==> config.mk <==
export PLATFORM = sky130hd
export DESIGN_NAME = xmodem_packet_sender
export DESIGN_NICKNAME = d
export VERILOG_FILES = /design/src/hdl/xps_pkg.sv /design/src/hdl/xps_ram.sv /design/src/hdl/xmodem_packet_sender.sv
export SDC_FILE = /design/constraint.sdc
export NUM_CORES = 1
export LEC_CHECK = 0
export BUFFER_PORTS_ARGS = -buffer_cell sky130_fd_sc_hd__buf_2
export CAP_MARGIN = 20
export CORE_MARGIN = 2
export CORE_UTILIZATION = 47
export DETAILED_ROUTE_END_ITERATION = 12
export GPL_ROUTABILITY_DRIVEN = 1
export HOLD_SLACK_MARGIN = 0.05
export PLACE_DENSITY = 0.62
export SKIP_LAST_GASP = 1
export SLEW_MARGIN = 5
export SYNTH_ARGS = -nofsm -noshare
export SYNTH_HDL_FRONTEND = slang
export SYNTH_SLANG_ARGS = --single-unit
==> constraint.sdc <==
create_clock -name clk -period 4.2 [get_ports clk]
set_input_delay 0.63 -clock clk [delete_from_list [all_inputs] [get_ports clk]]
set_output_delay 0.63 -clock clk [all_outputs]
set_load 0.02 [all_outputs]
==> src/hdl/xps_pkg.sv <==
`default_nettype none

package xps_pkg;

	localparam int PACKET_BYTES_DEF = 128;

	// line characters
	localparam logic [7:0] CH_SOH = 8'h01;
	localparam logic [7:0] CH_EOT = 8'h04;
	localparam logic [7:0] CH_ACK = 8'h06;
	localparam logic [7:0] CH_NAK = 8'h15;
	localparam logic [7:0] CH_C   = 8'h43;

	// operation codes on the input channel
	localparam logic [2:0] OP_LINE  = 3'd0;
	localparam logic [2:0] OP_DATA  = 3'd1;
	localparam logic [2:0] OP_EOF   = 3'd2;
	localparam logic [2:0] OP_READY = 3'd3;
	localparam logic [2:0] OP_ABORT = 3'd4;

	localparam logic [3:0]  RETRY_LIMIT_RST = 4'd2;
	localparam logic [16:0] CRC_POLY        = 17'h11021;

	typedef enum logic [2:0] {
		PH_MODE,
		PH_FILL,
		PH_SEND,
		PH_REPLY,
		PH_EOT,
		PH_DONE,
		PH_ABORT
	} phase_t;

	// crc-16, msb first, one byte
	function automatic logic [15:0] crc16_byte(input logic [15:0] acc, input logic [7:0] b);
		logic [16:0] a;
		a = {1'b0, acc ^ {b, 8'h00}};
		for (int k = 0; k < 8; k++) begin
			a = {a[15:0], 1'b0};
			if (a[16]) begin
				a = a ^ CRC_POLY;
			end
		end
		return a[15:0];
	endfunction

endpackage

`default_nettype wire

==> src/hdl/xps_ram.sv <==
`default_nettype none

module xps_ram #(
	parameter int WIDTH = 8,
	parameter int DEPTH = 128
) (
	input  wire logic                     clk,
	input  wire logic                     wr_en,
	input  wire logic [$clog2(DEPTH)-1:0] wr_addr,
	input  wire logic [WIDTH-1:0]         wr_data,
	input  wire logic [$clog2(DEPTH)-1:0] rd_addr,
	output logic      [WIDTH-1:0]         rd_data
);

	logic [WIDTH-1:0] mem_q [DEPTH];

	always_ff @(posedge clk) begin
		if (wr_en) begin
			mem_q[wr_addr] <= wr_data;
		end
		rd_data <= mem_q[rd_addr];
	end

endmodule

`default_nettype wire

==> src/hdl/xmodem_packet_sender.sv <==
// xmodem packet sender
// input channel s_*: one operation per transfer, op in s_tuser, byte in s_tdata
// (line byte from the receiver, file byte, end of file, transmitter ready, abort).
// output channel m_*: exactly one result per input transfer, held in an output
// register; a result appears in the cycle after its input transfer is taken.
// throughput is one transfer per cycle while the receiver does not stall: all state
// updates in a single pass of logic, including the bytewise crc-16 xor network.
// file bytes go into a packet ram; its registered read port is addressed from the
// next send position so the byte for the following ready transfer is already out.
// cfg_* writes mode_retry_limit; take it only while the block is idle.
// when the receiver stalls (m_tready low with a result pending) s_tready drops
// and nothing is lost; a pending result is replaced in the same cycle it is taken.
// reset: waits for the mode byte, block number 1, retry limit 2; the packet ram
// needs no clearing since positions beyond the fill count are sent as 00.
`default_nettype none

module xmodem_packet_sender #(
	parameter int PACKET_BYTES = xps_pkg::PACKET_BYTES_DEF
) (
	input  wire logic        clk,
	input  wire logic        arst_n,
	input  wire logic        cfg_valid,
	output logic             cfg_ready,
	input  wire logic [3:0]  cfg_data,
	input  wire logic        s_tvalid,
	output logic             s_tready,
	input  wire logic [7:0]  s_tdata,  // byte_value[7:0]
	input  wire logic [2:0]  s_tuser,  // op[2:0]
	output logic             m_tvalid,
	input  wire logic        m_tready,
	output logic      [15:0] m_tdata,  // tx_byte[7:0], need_data, crc_mode, finished, aborted
	output logic      [0:0]  m_tuser   // tx_valid
);

	localparam int AW = $clog2(PACKET_BYTES);
	localparam int FW = $clog2(PACKET_BYTES + 1);
	localparam int SW = $clog2(PACKET_BYTES + 6);

	localparam logic [FW-1:0] FILL_FULL  = FW'(PACKET_BYTES);
	localparam logic [SW-1:0] IDX_SOH    = SW'(0);
	localparam logic [SW-1:0] IDX_BLK    = SW'(1);
	localparam logic [SW-1:0] IDX_NBLK   = SW'(2);
	localparam logic [SW-1:0] IDX_DATA   = SW'(3);
	localparam logic [SW-1:0] IDX_CHK_HI = SW'(PACKET_BYTES + 3);

	xps_pkg::phase_t phase_q, phase_d;
	logic [FW-1:0] fill_q, fill_d;
	logic [SW-1:0] send_idx_q, send_idx_d;
	logic [7:0]    block_q, block_d;
	logic [15:0]   acc_q, acc_d;
	logic          crc_q, crc_d;
	logic          end_q, end_d;
	logic [3:0]    retry_q, retry_d;
	logic [3:0]    limit_q;

	logic          m_tvalid_q;
	logic [15:0]   m_tdata_q;
	logic          m_tuser_q;

	logic          accept;
	logic [2:0]    op;
	logic [7:0]    bv;
	logic          live;
	logic [FW-1:0] fill_inc;
	logic [3:0]    retry_inc;

	logic          ram_we;
	logic [SW-1:0] rd_idx;
	logic [7:0]    ram_rdata;

	logic [SW-1:0] d_idx;
	logic [7:0]    data_byte;
	logic [7:0]    pkt_byte;
	logic          tx_valid;
	logic [7:0]    tx_byte;

	assign accept    = s_tvalid && s_tready;
	assign op        = s_tuser;
	assign bv        = s_tdata;
	assign s_tready  = !m_tvalid_q || m_tready;
	assign cfg_ready = 1'b1;
	assign live      = (phase_q != xps_pkg::PH_DONE) && (phase_q != xps_pkg::PH_ABORT);
	assign fill_inc  = fill_q + FW'(1);
	assign retry_inc = retry_q + 4'd1;

	// packet store, read address follows the next send position
	assign ram_we = accept && live && (op == xps_pkg::OP_DATA) &&
		(phase_q == xps_pkg::PH_FILL) && (fill_q < FILL_FULL);
	assign rd_idx = send_idx_d - IDX_DATA;

	xps_ram #(
		.WIDTH(8),
		.DEPTH(PACKET_BYTES)
	) u_store (
		.clk    (clk),
		.wr_en  (ram_we),
		.wr_addr(fill_q[AW-1:0]),
		.wr_data(bv),
		.rd_addr(rd_idx[AW-1:0]),
		.rd_data(ram_rdata)
	);

	// output logic: byte at the current send position
	always_comb begin
		d_idx     = send_idx_q - IDX_DATA;
		data_byte = (d_idx < SW'(fill_q)) ? ram_rdata : 8'h00;
		if (send_idx_q == IDX_SOH) begin
			pkt_byte = xps_pkg::CH_SOH;
		end else if (send_idx_q == IDX_BLK) begin
			pkt_byte = block_q;
		end else if (send_idx_q == IDX_NBLK) begin
			pkt_byte = ~block_q;
		end else if (send_idx_q < IDX_CHK_HI) begin
			pkt_byte = data_byte;
		end else if (send_idx_q == IDX_CHK_HI && crc_q) begin
			pkt_byte = acc_q[15:8];
		end else begin
			pkt_byte = acc_q[7:0];
		end
		tx_valid = 1'b0;
		tx_byte  = 8'h00;
		if (live && op == xps_pkg::OP_READY) begin
			unique case (phase_q)
				xps_pkg::PH_SEND: begin
					tx_valid = 1'b1;
					tx_byte  = pkt_byte;
				end
				xps_pkg::PH_EOT: begin
					tx_valid = 1'b1;
					tx_byte  = xps_pkg::CH_EOT;
				end
				default: begin
					tx_valid = 1'b0;
				end
			endcase
		end
	end

	// next state
	always_comb begin
		phase_d    = phase_q;
		fill_d     = fill_q;
		send_idx_d = send_idx_q;
		block_d    = block_q;
		acc_d      = acc_q;
		crc_d      = crc_q;
		end_d      = end_q;
		retry_d    = retry_q;
		if (accept && live) begin
			case (op)
				xps_pkg::OP_ABORT: begin
					phase_d = xps_pkg::PH_ABORT;
				end
				xps_pkg::OP_EOF: begin
					end_d = 1'b1;
					if (phase_q == xps_pkg::PH_FILL) begin
						if (fill_q == '0) begin
							phase_d = xps_pkg::PH_EOT;
						end else begin
							send_idx_d = '0;
							phase_d    = xps_pkg::PH_SEND;
						end
					end
				end
				xps_pkg::OP_LINE: begin
					if (phase_q == xps_pkg::PH_MODE) begin
						if (bv == xps_pkg::CH_NAK || bv == xps_pkg::CH_C) begin
							crc_d   = (bv == xps_pkg::CH_C);
							fill_d  = '0;
							phase_d = end_q ? xps_pkg::PH_EOT : xps_pkg::PH_FILL;
						end else begin
							retry_d = retry_inc;
							if (retry_inc >= limit_q) begin
								phase_d = xps_pkg::PH_ABORT;
							end
						end
					end else if (phase_q == xps_pkg::PH_REPLY) begin
						if (bv == xps_pkg::CH_ACK) begin
							block_d = block_q + 8'd1;
							fill_d  = '0;
							phase_d = end_q ? xps_pkg::PH_EOT : xps_pkg::PH_FILL;
						end else begin
							send_idx_d = '0;
							phase_d    = xps_pkg::PH_SEND;
						end
					end
				end
				xps_pkg::OP_DATA: begin
					if (ram_we) begin
						fill_d = fill_inc;
						if (fill_inc == FILL_FULL) begin
							send_idx_d = '0;
							phase_d    = xps_pkg::PH_SEND;
						end
					end
				end
				xps_pkg::OP_READY: begin
					if (phase_q == xps_pkg::PH_SEND) begin
						send_idx_d = send_idx_q + SW'(1);
						if (send_idx_q == IDX_SOH) begin
							acc_d = '0;
						end else if (send_idx_q >= IDX_DATA && send_idx_q < IDX_CHK_HI) begin
							acc_d = crc_q ? xps_pkg::crc16_byte(acc_q, data_byte)
								: acc_q + {8'h00, data_byte};
						end else if (send_idx_q == IDX_CHK_HI) begin
							if (!crc_q) begin
								phase_d = xps_pkg::PH_REPLY;
							end
						end else if (send_idx_q > IDX_CHK_HI) begin
							phase_d = xps_pkg::PH_REPLY;
						end
					end else if (phase_q == xps_pkg::PH_EOT) begin
						phase_d = xps_pkg::PH_DONE;
					end
				end
				default: begin
					phase_d = phase_q;
				end
			endcase
		end
	end

	always_ff @(posedge clk or negedge arst_n) begin
		if (!arst_n) begin
			phase_q    <= xps_pkg::PH_MODE;
			fill_q     <= '0;
			send_idx_q <= '0;
			block_q    <= 8'd1;
			acc_q      <= '0;
			crc_q      <= 1'b0;
			end_q      <= 1'b0;
			retry_q    <= '0;
			limit_q    <= xps_pkg::RETRY_LIMIT_RST;
			m_tvalid_q <= 1'b0;
		end else begin
			phase_q    <= phase_d;
			fill_q     <= fill_d;
			send_idx_q <= send_idx_d;
			block_q    <= block_d;
			acc_q      <= acc_d;
			crc_q      <= crc_d;
			end_q      <= end_d;
			retry_q    <= retry_d;
			if (cfg_valid && cfg_ready) begin
				limit_q <= cfg_data;
			end
			if (accept) begin
				m_tvalid_q <= 1'b1;
			end else if (m_tready) begin
				m_tvalid_q <= 1'b0;
			end
		end
	end

	// result register, payload only
	always_ff @(posedge clk) begin
		if (accept) begin
			m_tdata_q <= {4'h0,
				phase_d == xps_pkg::PH_ABORT,
				phase_d == xps_pkg::PH_DONE,
				crc_d,
				phase_d == xps_pkg::PH_FILL,
				tx_byte};
			m_tuser_q <= tx_valid;
		end
	end

	assign m_tvalid   = m_tvalid_q;
	assign m_tdata    = m_tdata_q;
	assign m_tuser[0] = m_tuser_q;

`ifndef SYNTH
	// a byte goes out only while the store is not being filled
	a_tx_not_fill: assert property (@(posedge clk) disable iff (!arst_n)
		m_tvalid && m_tuser[0] |-> !m_tdata[8])
		else $error("transmit result shows need_data");

	a_fill_bound: assert property (@(posedge clk) disable iff (!arst_n)
		fill_q <= FILL_FULL)
		else $error("fill count beyond packet size");

	a_send_bound: assert property (@(posedge clk) disable iff (!arst_n)
		phase_q == xps_pkg::PH_SEND |-> send_idx_q <= IDX_CHK_HI + SW'(1))
		else $error("send position beyond packet end");

	a_done_sticky: assert property (@(posedge clk) disable iff (!arst_n)
		phase_q == xps_pkg::PH_DONE |=> phase_q == xps_pkg::PH_DONE)
		else $error("left finished phase");
`endif

endmodule

`default_nettype wire
==> results of run 1 <==
-- final cells by class --
class                      instances  area (µm²)  share of cell area [%]
inverter                          30         113                   0.211
multi-input combinational       1456       12200                    22.8
tap                             1276        1600                    2.99
clock inverter                    69         709                    1.33
sequential                      1099       32700                    61.2
timing repair buffer             346        3140                    5.88
clock buffer                     134        2960                    5.55
-- report_power, final --
| group | switching, mW | internal (mW) |
|---|---|---|
| clock | 4.15 | 5.76 |
| combinational | 0.994 | 0.690 |
| sequential | 0.0661 | 12.0 |
-- metrics by stage --
stage | cells | setup WS [ns] | hold WS [ns] | setup TNS, ns | util (%)
after global routing | 4410 | -0.0654 | 0.156 | -0.312 | 55.4
after detailed placement | 4184 | -0.311 | 0.491 | -1.85 | 51.1
after global placement | 4184 | -0.268 | 0.476 | -1.69 | 51.1
after CTS | 4387 | 0.00240 | 0.0990 | 0 | 54.9
after floorplan | 2742 | 0.0112 | 0.334 | 0 | -
final | 4410 | 0.0200 | 0.116 | 0 | 55.4
-- kinds of logic (layout without fill, tap and decap cells) --
family                     Yosys count  in the layout  share of synthesized area, %
AOI/OAI and AO/OA                  244            244                          3.62
xor gates and xnor gates            57             57                          1.16
adders and majority gates           28             28                         0.771
buffers and inverters              187            579                          1.75
DFF                               1099           1099                          71.8
muxes                              280            280                          12.5
other                                2              5                        0.0165
and+or+nand+nor                    842            842                          8.30
-- final timing paths --
kind	from	to	slack, ns	cells past startpoint
worst max-delay path	phase_q[0]$_DFF_PN0_	u_store.rd_data[4]$_DFF_P_	0.02	14
worst min-delay path	arst_n	phase_q[2]$_DFF_PN0_	0.12	1
worst max register to register	phase_q[0]$_DFF_PN0_	u_store.rd_data[4]$_DFF_P_	0.02	14
worst min register to register	retry_q[3]$_DFFE_PN0P_	retry_q[3]$_DFFE_PN0P_	0.50	1
max in group asynchronous	arst_n	acc_q[11]$_DFFE_PN0P_	3.26	2
min in group clk	cfg_data[1]	limit_q[1]$_DFFE_PN1P_	0.18	3
-- synth_stat cells (all sizes together) (9+ instances only) --
master / n / area, µm²
buf: 69 / 350
inv: 29 / 109
dfrtp: 52 / 1300
edfxtp: 1037 / 31100
a211oi: 11 / 82.6
mux2i: 44 / 440
clkbuf: 88 / 330
or3: 10 / 62.6
and3: 9 / 56.3
a31oi: 45 / 303
nand4: 41 / 257
xor2: 21 / 184
and4: 10 / 87.6
nor3: 26 / 130
and2: 15 / 93.8
xnor2: 34 / 298
nand2: 348 / 1310
ha: 28 / 350
mux4: 231 / 5200
nor2: 195 / 732
a21oi: 45 / 229
o21ai: 56 / 280
nand3: 152 / 761
-- flip-flops by register name, summed over array words and instances (netlist names) --
register / cells
end_q: 1
u_store.mem_q: 1024
acc_q: 16
m_tuser: 1
block_q: 8
fill_q: 8
m_tdata: 12
phase_q: 3
send_idx_q: 8
retry_q: 4
crc_q: 1
u_store.rd_data: 8
m_tvalid: 1
limit_q: 4
-- worst register-to-register path, cell delays in order, from the launching register on --
cell and delay (ns):
dfrtp_1 0.39, xor2_1 0.21, a2111oi_2 0.61, buf_4 0.28
and4_1 0.23, o21ai_0 0.12, buf_4 0.18, ha_4 0.38
buf_8 0.22, buf_16 0.21, mux4_2 0.37, nand2_1 0.11
nand4_1 0.21, nand4_1 0.40, nand4_1 0.13
-- layer usage --
| layer | track usage (%) | routed length [µm] |
|---|---|---|
| met5 | 0 | 0 |
| met4 | 7.75 | 3680 |
| met2 | 36.9 | 55100 |
| met1 | 33.5 | 47900 |
| met3 | 4.39 | 10300 |
-- what timing repair did --
item,CTS,global route
setup endpoints to repair,2,20
cloned,0,6
setup buffers,0,17
resized for setup,1,52
pin swaps,0,13
==> results.tsv, run 1 <==
metric	value	unit
cp.buffers_inverters	4	
max-slew-margin-rel	32.1	%
startpoint_type	register	
drt_iter0_drc	3305	
core-area	96300	µm²
ys_types	84	
layout_common_cells	1037 x edfxtp_1, 345 x nand2_1, 274 x buf_4	
ys_seq_elements	1099	
hpwlAfterDp	74800	µm
final_common_cell	edfxtp_1	
syn_avg_cell_area	16.6	µm²
nFillCells	7407	
finalNetCount	3094	
synth_edf_count	1037	
vias_per_cell	6.00	
leakagePower	18.1	nW
fin_area	53300	µm²
yosysSeqAreaShare	71.8	%
grt_pass1_vias	26590	
critPathKind	reg -> reg	
die_area	99200	µm²
final.setup_skew	0.0186	ns
ios	40	
die_h	315	µm
min_path_type	in -> async	
drive_gt1_share	25.3	%
n_antenna_cell	0	
status	finished, final reports clean	
drt-pass1-iter-count	6	
crit_chain	xor2_1 > a2111oi_2 > buf_4 > and4_1 > o21ai_0 > buf_4 > ha_4 > buf_8 > buf_16 > mux4_2 > nand2_1 > nand4_1 > nand4_1 > nand4_1	
syn_area	45400	µm²
drv_slew	0	
endpoint_kind	register	
vias	26481	
timing.fmax	0.239	GHz
setup_viol	0	
dieWidth	315	µm
cp_common_cell	nand4_1	
power_density	444	nW/µm²
synth-async-reset-ratio	4.91	%
wl_per_cell	26.5	µm
cts_tree	built	
hold_viol	0	
peakVddDrop	0.362	mV
cts_sinks	1099	
max_slew.worst_pin.slew	1.02	ns
clkSlewWorstSetupHoldPaths	0.07	ns
period_needed	4.18	ns
numCtsBuffers	113	
clock_latency	0.70	ns
io_buffers	34	
cp_slowest_cell	a2111oi_2	
drcViolationCount	0	
max_stage_delay	0.61	ns
yosys_warnings	0	
critPathMaxFanout	20	
grt_max_degree	89	
start_util	47.2	%
overflow	0	
gp_congestion	0.913	
cpLargestDelayFamily	simple AND/OR/NAND/NOR gates	
rsz0062_at_grt	yes	
netlist_instances	2739	
cp.required	4.76	ns
grt_pass1_wl	173000	µm
critPathArrivalTime	4.74	ns
syn_to_final_growth	17.4	%
power	23.7	mW
grt_antenna_before_repair	3	
ant_nets	0	
ctsHoldBuffers	0	
cts.root.buffer_cell	clkbuf_16	
num_rows	114	
cap_violations	0	
routed_wl	117000	µm
track_usage	23.5	%
synthFlopType	edfxtp_1	
fin_crit_sh	99.5	%
placed_area	49200	µm²
htreeDepth	3	
clk_path_buf_depth	3	
(Power assumes the default switching activity.)
==> inputs of run 2 (changes only) <==
- SYNTH_HIERARCHICAL: unset -> 1
==> run 2 against run 1 <==
Against the previous run: the flow now finishes with violations (setup timing); maximum frequency is 9.9% lower; via count decreased by 9.0%; synthesized cell count is 17% lower; worst hold slack better by 0.030 ns; non-clock buffer count fell by 2; cell count shrank 10%; sequential power hardly changed; die area is 0.55% lower; global-route usage down 0.060 points; clock skew increased by 0.0091 ns; critical path type unchanged; largest cell class unchanged.
==> results.tsv, run 2 <==
metric	value	unit
min_to	limit_q[2]$_DFFE_PN0P_	
htreeDepth	3	
critPathArrivalTime	5.22	ns
timing.fmax	0.216	GHz
drv_slew	0	
power_density	592	nW/µm²
endpoint_kind	register	
vias	24095	
critPathKind	reg -> reg	
gp_congestion	0.886	
hpwlAfterDp	74900	µm
regArea	32700	µm²
largest_reg_flops	1024	
ys_types	84	
max-slew-margin-rel	25.7	%
synth_common_cells	1037 x edfxtp_1, 336 x mux4_2, 162 x nor2_1	
hold_viol	0	
io_buffers	34	
routed_wl	115000	µm
multi_input_area	12200	µm²
drt_iter0_drc	2803	
leakagePower	18.0	nW
r2r-start	phase_q[2]$_DFF_PN0_	
period_needed	4.64	ns
cts_sinks	1099	
p_sw	8.83	mW
ios	40	
min_path_type	in -> reg	
nFillCells	7057	
synth-async-reset-ratio	4.91	%
clock_latency	0.70	ns
dieWidth	314	µm
status	finished, violations left	
grt_pass1_wl	168000	µm
yosysSeqAreaShare	72.2	%
ant_nets	0	
cts_tree	built	
reg2reg_to	u_store/rd_data[6]$_DFF_P_	
synth_top_area_cell	edfxtp_1	
vias_per_cell	6.08	
pwr-share-comb	28.2	%
rrSetupSlack	-0.44	ns
peakVddDrop	0.317	mV
p_clk_share	33.2	%
synth_edf_count	1037	
wl_per_cell	29.0	µm
netlist_instances	2265	
fin_crit_sh	110	%
rsz0062_at_grt	yes	
drcViolationCount	0	
synth_most_common_cell	edfxtp_1	
internal_power	22.9	mW
critPathMaxFanout	19	
clk_path_buf_depth	3	
hold_depth	3	
yosys-top-cells-area	edfxtp_1 69%, mux4_2 17%, dfrtp_1 2.9%	
syn_avg_cell_area	20.0	µm²
grt_antenna_before_repair	4	
grt_max_degree	102	
syn_to_final_growth	18.7	%
startpoint_type	register	
die_area	98700	µm²
p_sw_share	27.8	%
drive_gt1_share	34.4	%
ys_seq_elements	1099	
numCtsBuffers	112	
power	31.8	mW
core-area	95200	µm²
cp.required	4.78	ns
grt_pass1_vias	24429	
setup_viol	8	
yosysTopAreaCellShare	68.9	%
setup-tns-final	-3.22	ns
fin_ws	-0.440	ns
start_util	47.5	%
clkSlewWorstSetupHoldPaths	0.06	ns
seqPwrFrac	38.6	%
drt-pass1-iter-count	7	
synthFlopType	edfxtp_1	
final_common_cell	edfxtp_1	
die_h	314	µm
max_slew.worst_pin.slew	1.11	ns
layout_common_cells	1037 x edfxtp_1, 336 x mux4_2, 264 x buf_4	
violations	setup timing	
syn_area	45200	µm²
cap_violations	0	
yosys_warnings	6	
top_register	u_store/mem_q	
num_rows	113	
track_usage	23.5	%
final.setup_skew	0.0278	ns
cts.root.buffer_cell	clkbuf_16	
worstRegToRegCells	17	
min_from	cfg_data[2]	
overflow	0	
finalNetCount	2653	
run 2: cell count changes after synthesis, moves of 29 or more:
cell     previous run  this run
nand4_1            41        12
mux2i_1            44         8
nor2_1            195       162
a31oi_1            43        13
nand3_1           152        30
mux4_2            231       336
buf_2              49        17
nand2_1           348        58
run 2: worst max-delay path, cell delays in order, from the launching register on:
cell and delay [ns]:
dfrtp_2 0.45, buf_4 0.17, nand3b_1 0.21, a31oi_1 0.20, o211ai_1 0.12, or2_1 0.27, a21oi_2 0.14, nor2_1 0.08
a21o_1 0.20, ha_4 0.20, xnor2_4 0.18, buf_12 0.18, buf_16 0.17, buf_16 0.19, mux4_2 0.34, mux4_2 0.52
mux4_2 0.57, mux2_2 0.30
run 2: cell families (layout without fill, tap and decap cells):
group / Yosys count / after routing / synth area share (%)
AO/OA/AOI/OAI: 175 / 175 / 2.73
adder cells (fa/ha/maj): 28 / 28 / 0.775
XOR/XNOR: 61 / 61 / 1.21
flip-flops: 1099 / 1099 / 72.2
buffers and inverters: 147 / 576 / 1.47
other: 2 / 7 / 0.0166
multiplexers: 360 / 360 / 17.3
AND/OR/NAND/NOR: 393 / 393 / 4.24
run 2: worst max-delay path by stage:
stage,from,end,slack (ns),cells after the start
final,phase_q[2]$_DFF_PN0_,u_store/rd_data[6]$_DFF_P_,-0.44,17
after global routing,phase_q[0]$_DFF_PN0_,u_store/rd_data[0]$_DFF_P_,-0.53,14
after CTS,phase_q[0]$_DFF_PN0_,u_store/rd_data[0]$_DFF_P_,-0.40,16
after detailed placement,s_tdata[2],u_store/rd_data[0]$_DFF_P_,-1.15,17
after global placement,s_tdata[0],u_store/rd_data[1]$_DFF_P_,-2.73,17
after floorplan,s_tuser[2],u_store/rd_data[0]$_DFF_P_,-0.11,16
run 2: cell type report:
type	instances	share of cell area, %
repair buffers	344	5.97
well taps	1265	2.95
flip-flops and latches	1099	60.8
diodes	2	0.00932
inverters	26	0.182
multi-input cells	1022	22.7
clock inverters	68	1.66
clock buffers	138	5.65
run 2: per-stage QoR:
stage	util, %	std cells	instance area, µm²	setup slack, ns	hold slack, ns
3_3_place_gp	51.6	3731	49100	-2.73	0.482
3_5_place_dp	51.6	3733	49100	-1.15	0.488
5_1_grt	56.4	3962	53700	-0.529	0.140
6_report	56.4	3964	53700	-0.440	0.146
2_1_floorplan	-	2268	45600	-0.112	0.334
4_1_cts	56.2	3957	53500	-0.396	0.102
run 2: per-layer routing:
metal  GRT usage (%)  share of wire (%)  wire length, µm
met5               0              0.010               12
met4            5.74                2.2             2590
met3            3.90                7.9             9060
met2            37.2                 48            55300
met1            34.4                 42            48000
run 2: what timing repair did:
item | in CTS | in global routing
pin swaps | 6 | 15
buffers inserted | 13 | 3
endpoints found under the hold margin | 25 | 0
gates resized for setup | 27 | 25
cloned | 4 | 1
setup endpoints to repair | 13 | 18
hold buffers | 1 | 0
run 2: power by group through the flow:
| stage | sequential [mW] | combinational [mW] | clock [mW] |
|---|---|---|---|
| floorplan | 12.4 | 5.39 | 0 |
| global placement | 12.5 | 8.40 | 0 |
| detailed placement | 12.5 | 8.47 | 0 |
| CTS | 12.3 | 8.84 | 10.7 |
| global route | 12.3 | 9.40 | 11.1 |
| finish | 12.3 | 8.96 | 10.5 |
